[src/sv/dhkt_pkg.sv]
// Shared types and constants for the double-hashing key table.
package dhkt_pkg;

    localparam int HASH_W   = 32;
    localparam int SIZE_W   = 10;
    localparam int FILL_W   = 11;
    localparam int STATUS_W = 2;

    localparam logic [STATUS_W-1:0] ST_OK   = 2'd0;
    localparam logic [STATUS_W-1:0] ST_MISS = 2'd1;
    localparam logic [STATUS_W-1:0] ST_FULL = 2'd2;

    localparam logic [SIZE_W-1:0] SIZE_MIN   = 10'd5;
    localparam logic [SIZE_W-1:0] SIZE_RESET = 10'd1021;

    typedef struct packed {
        logic        mode;
        logic [31:0] key_hash;
        logic [63:0] key_tag;
        logic [15:0] new_value;
    } t_req;

    typedef struct packed {
        logic [STATUS_W-1:0] status;
        logic [9:0]          slot_index;
        logic [15:0]         found_value;
    } t_rsp;

    typedef struct packed {
        logic [SIZE_W-1:0] rem_home;
        logic [SIZE_W-1:0] rem_step;
    } t_mod_res;

endpackage

[src/sv/dhkt_mod2.sv]
// Bit-serial unit giving a hash modulo the table size and modulo the size less two.
module dhkt_mod2 (
    input  logic                          i_clk,
    input  logic                          i_rst_n,
    input  logic                          i_go,
    input  logic [dhkt_pkg::HASH_W-1:0]   i_hash,
    input  logic [dhkt_pkg::SIZE_W-1:0]   i_size,
    output logic                          o_done,
    output dhkt_pkg::t_mod_res            o_res
);

    logic                          r_run;
    logic [4:0]                    r_cnt;
    logic [dhkt_pkg::HASH_W-1:0]   r_h;
    logic [dhkt_pkg::SIZE_W-1:0]   r_d1;
    logic [dhkt_pkg::SIZE_W-1:0]   r_d2;
    logic [dhkt_pkg::SIZE_W-1:0]   r_r1;
    logic [dhkt_pkg::SIZE_W-1:0]   r_r2;
    logic                          r_done;
    logic [dhkt_pkg::SIZE_W:0]     t1;
    logic [dhkt_pkg::SIZE_W:0]     t2;
    logic [dhkt_pkg::SIZE_W-1:0]   n_r1;
    logic [dhkt_pkg::SIZE_W-1:0]   n_r2;

    // One restoring step per cycle for both divisors, most significant hash bit first.
    always_comb begin
        t1 = {r_r1, r_h[dhkt_pkg::HASH_W-1]};
        t2 = {r_r2, r_h[dhkt_pkg::HASH_W-1]};
        if (t1 >= {1'b0, r_d1}) begin
            n_r1 = dhkt_pkg::SIZE_W'(t1 - {1'b0, r_d1});
        end else begin
            n_r1 = t1[dhkt_pkg::SIZE_W-1:0];
        end
        if (t2 >= {1'b0, r_d2}) begin
            n_r2 = dhkt_pkg::SIZE_W'(t2 - {1'b0, r_d2});
        end else begin
            n_r2 = t2[dhkt_pkg::SIZE_W-1:0];
        end
    end

    always_ff @(posedge i_clk) begin
        if (!i_rst_n) begin
            r_run  <= 1'b0;
            r_done <= 1'b0;
            r_cnt  <= '0;
        end else begin
            r_done <= 1'b0;
            if (i_go) begin
                r_run <= 1'b1;
                r_cnt <= 5'd31;
                r_h   <= i_hash;
                r_d1  <= i_size;
                r_d2  <= i_size - dhkt_pkg::SIZE_W'(2);
                r_r1  <= '0;
                r_r2  <= '0;
            end else if (r_run) begin
                r_r1 <= n_r1;
                r_r2 <= n_r2;
                r_h  <= {r_h[dhkt_pkg::HASH_W-2:0], 1'b0};
                r_cnt <= r_cnt - 5'd1;
                if (r_cnt == 5'd0) begin
                    r_run  <= 1'b0;
                    r_done <= 1'b1;
                end
            end
        end
    end

    assign o_done       = r_done;
    assign o_res.rem_home = r_r1;
    assign o_res.rem_step = r_r2;

endmodule

[config.mk]
export PLATFORM = sky130hd
export DESIGN_NAME = dhkt_mod2
export DESIGN_NICKNAME = d
export VERILOG_FILES = /design/src/sv/dhkt_pkg.sv /design/src/sv/dhkt_mod2.sv
export SDC_FILE = /design/constraint.sdc
export NUM_CORES = 1
export LEC_CHECK = 0
export ABC_AREA = 1
export BUFFER_PORTS_ARGS = -buffer_cell sky130_fd_sc_hd__buf_2
export CAP_MARGIN = 20
export CORE_MARGIN = 4
export CORE_UTILIZATION = 58
export CTS_CLUSTER_SIZE = 8
export DETAILED_ROUTE_END_ITERATION = 10
export PLACE_DENSITY = 0.84
export REMOVE_ABC_BUFFERS = 1
export SLEW_MARGIN = 20
export SYNTH_ARGS = -nofsm -noshare
export SYNTH_HDL_FRONTEND = slang
export SYNTH_SLANG_ARGS = --single-unit
[constraint.sdc]
create_clock -name i_clk -period 4.7 [get_ports i_clk]
set_input_delay 0.705 -clock i_clk [delete_from_list [all_inputs] [get_ports i_clk]]
set_output_delay 0.705 -clock i_clk [all_outputs]
set_load 0.01 [all_outputs]
==> reports/results.tsv <==
metric	value	unit
run_status	complete, no violations	
slew-limit-headroom	37.3	%
numCtsBuffers	9	
cts_hold_buf	0	
slowest_stage	a21oi_4	
fin_skew	0.0105	ns
grt_setup_unrepaired	no	
layout-drive-gt1-share	15.0	%
vias	3907	
fin_ws	1.78	ns
reg2reg_from	r_r2[1]	
cts_tree	done	
end_kind	flop	
die_area	9520	um^2
postSynthCellCount	577	
critPathLaunchType	input pin	
postRouteAntennaNets	0	
cts.clk_slew.worst_paths	0.08	ns
first_pass_iters	6	
synth.avg_cell_area	8.06	um^2
synth_top_area_share	45.8	%
reg2reg_depth	8	
layout_common_cells	nand2_1 (209), inv_1 (89), edfxtp_1 (71), nor2_1 (65), buf_2 (65)	
htree_levels	3	
max_cap_violations	0	
boundaryPins	66	
dieWidth	97.6	um
cts_sinks	78	
maxSlewViolCount	0	
p_leak	2.66	nW
hold_violations	0	
synth-async-reset-ratio	0	%
grt_pass1_wl	16.0	mm
gp_congestion	0.897	
worstPathArrival	2.92	ns
fin_nets	712	
insertion_delay	0.35	ns
finalCritPeriodShare	62.2	%
synth_warnings	0	
startpoint	i_go	
hpwl	7.09	mm
setup_tns	0	ns
layout_commonest_cell	nand2_1	
whs	0.485	ns
antenna_cells	0	
grt_overflow_total	0	
yosys.area.top_type	edfxtp_1	
setup_violations	0	
tightest_slew	0.940	ns
drt-initial-drc-count	179	
p_per_area	335	nW/um^2
crit_required	4.69	ns
hold_path_class	flop to flop	
initial_utilization	59.9	%
synthTopCellsByArea	edfxtp_1 (46%), nand2_1 (17%), inv_1 (7.2%)	
root_buffer	clkbuf_8	
ys.flop_type	edfxtp_1	
critPathKind	input pin to flop	
synth_edf_count	71	
vdd.ir_drop.worst	0.000244	V
period_needed	2.92	ns
fillCellCount	635	
fmax	342	MHz
vias_per_cell	5.21	
routed_wl	9.89	mm
port_buffers	65	
preCtsSetupSlack	1.43	ns
synthDistinctLibCells	28	
path_cells	buf_2 -> inv_2 -> a21oi_4 -> buf_4	
r2r_end	r_r2[3]	
area_growth	13.1	%
drc_errors	0	
grtUsageTotal	20.8	%
slowest_delay	0.65	ns
die_y	97.6	um
grt_max_degree	56	
crit_fanout	55	
cts_setup_buffers	0	
core	7770	um^2
mappedNetlistArea	4650	um^2
ff2ff_setup_slack	2.34	ns
post_drt_wl_per_cell	13.2	um
postCtsResizedCells	0	
grt_pass1_vias	3598	
ys_ff_latch	78	
worstSetupEndpoint	r_h[21]	
ys_seq_area_share	48.8	%
antenna_found_initial	0	
clock_path_buffers	2	
rows	32	
worst min path at each step:
stage / from / end / cells past startpoint
after floorplan: r_cnt[4] / r_cnt[4] / 2
after global placement: r_cnt[4] / r_cnt[4] / 2
after detailed placement: r_cnt[0] / r_cnt[0] / 2
after CTS: r_cnt[0] / r_cnt[0] / 2
after global routing: r_cnt[0] / r_cnt[0] / 2
final: r_cnt[0] / r_cnt[0] / 2
stage by stage:
step	cell area, um^2	power, mW	util [%]	std cells
3_3_place_gp	5070	1.27	65.3	734
3_5_place_dp	5070	1.29	65.3	734
4_1_cts	5260	1.76	67.7	750
5_1_grt	5260	1.86	67.7	750
2_1_floorplan	4600	1.17	-	566
6_report	5260	1.76	67.7	750
sequential cells by signal (all words and copies together) (netlist names):
name    flops
r_d1       10
r_h        32
r_r1       10
r_d2        9
o_done      1
r_r2       10
r_cnt       5
r_run       1
kinds of logic (layout without fill, tap and decap cells):
family / count (synthesis) / in the layout / synth area share, %
flops: 78 / 78 / 48.8
simple gates: 340 / 340 / 31.1
fa+ha+maj: 24 / 24 / 6.78
xor+xnor: 13 / 13 / 2.45
buf+inv: 103 / 174 / 8.55
compound gates: 19 / 19 / 2.34
cells in the mapped netlist (all sizes together), types with 4 or more instances:
cell	instances
a21oi	10
buf	5
clkbuf	6
dfxtp	7
edfxtp	71
ha	22
inv	92
nand2	211
nand3	29
nand4	22
nor2	71
nor3	4
o21ai	6
xnor2	4
xor2	9
area by class of cell:
class,instances,area [um^2],area share [%]
inverter,92,345,6.56
sequential,78,2270,43.2
clock buffer,9,124,2.35
timing repair buffer,66,333,6.33
clock inverter,7,65.1,1.24
tap,102,128,2.43
multi-input combinational,396,1990,37.9
routing by layer:
layer | routed length (um) | global-route usage [%] | vias to the layer above
li1 | - | - | 1971
met1 | 4190 | 26.5 | 1787
met2 | 4810 | 35.6 | 136
met3 | 768 | 4.95 | 13
met4 | 128 | 5.75 | 0
met5 | 0 | 0 | -
worst max-delay path: cells and delay by family:
kind / cells / cell delay (ns)
AOI/OAI and AO/OA: 1 / 0.65
buffers and inverters: 3 / 1.53
where the power goes:
part | total [mW] | switching (mW) | internal (mW)
sequential | 0.856 | 0.0292 | 0.827
clock | 0.482 | 0.241 | 0.241
combinational | 0.423 | 0.271 | 0.152
No activity file was read; power rests on OpenSTA's default activity.
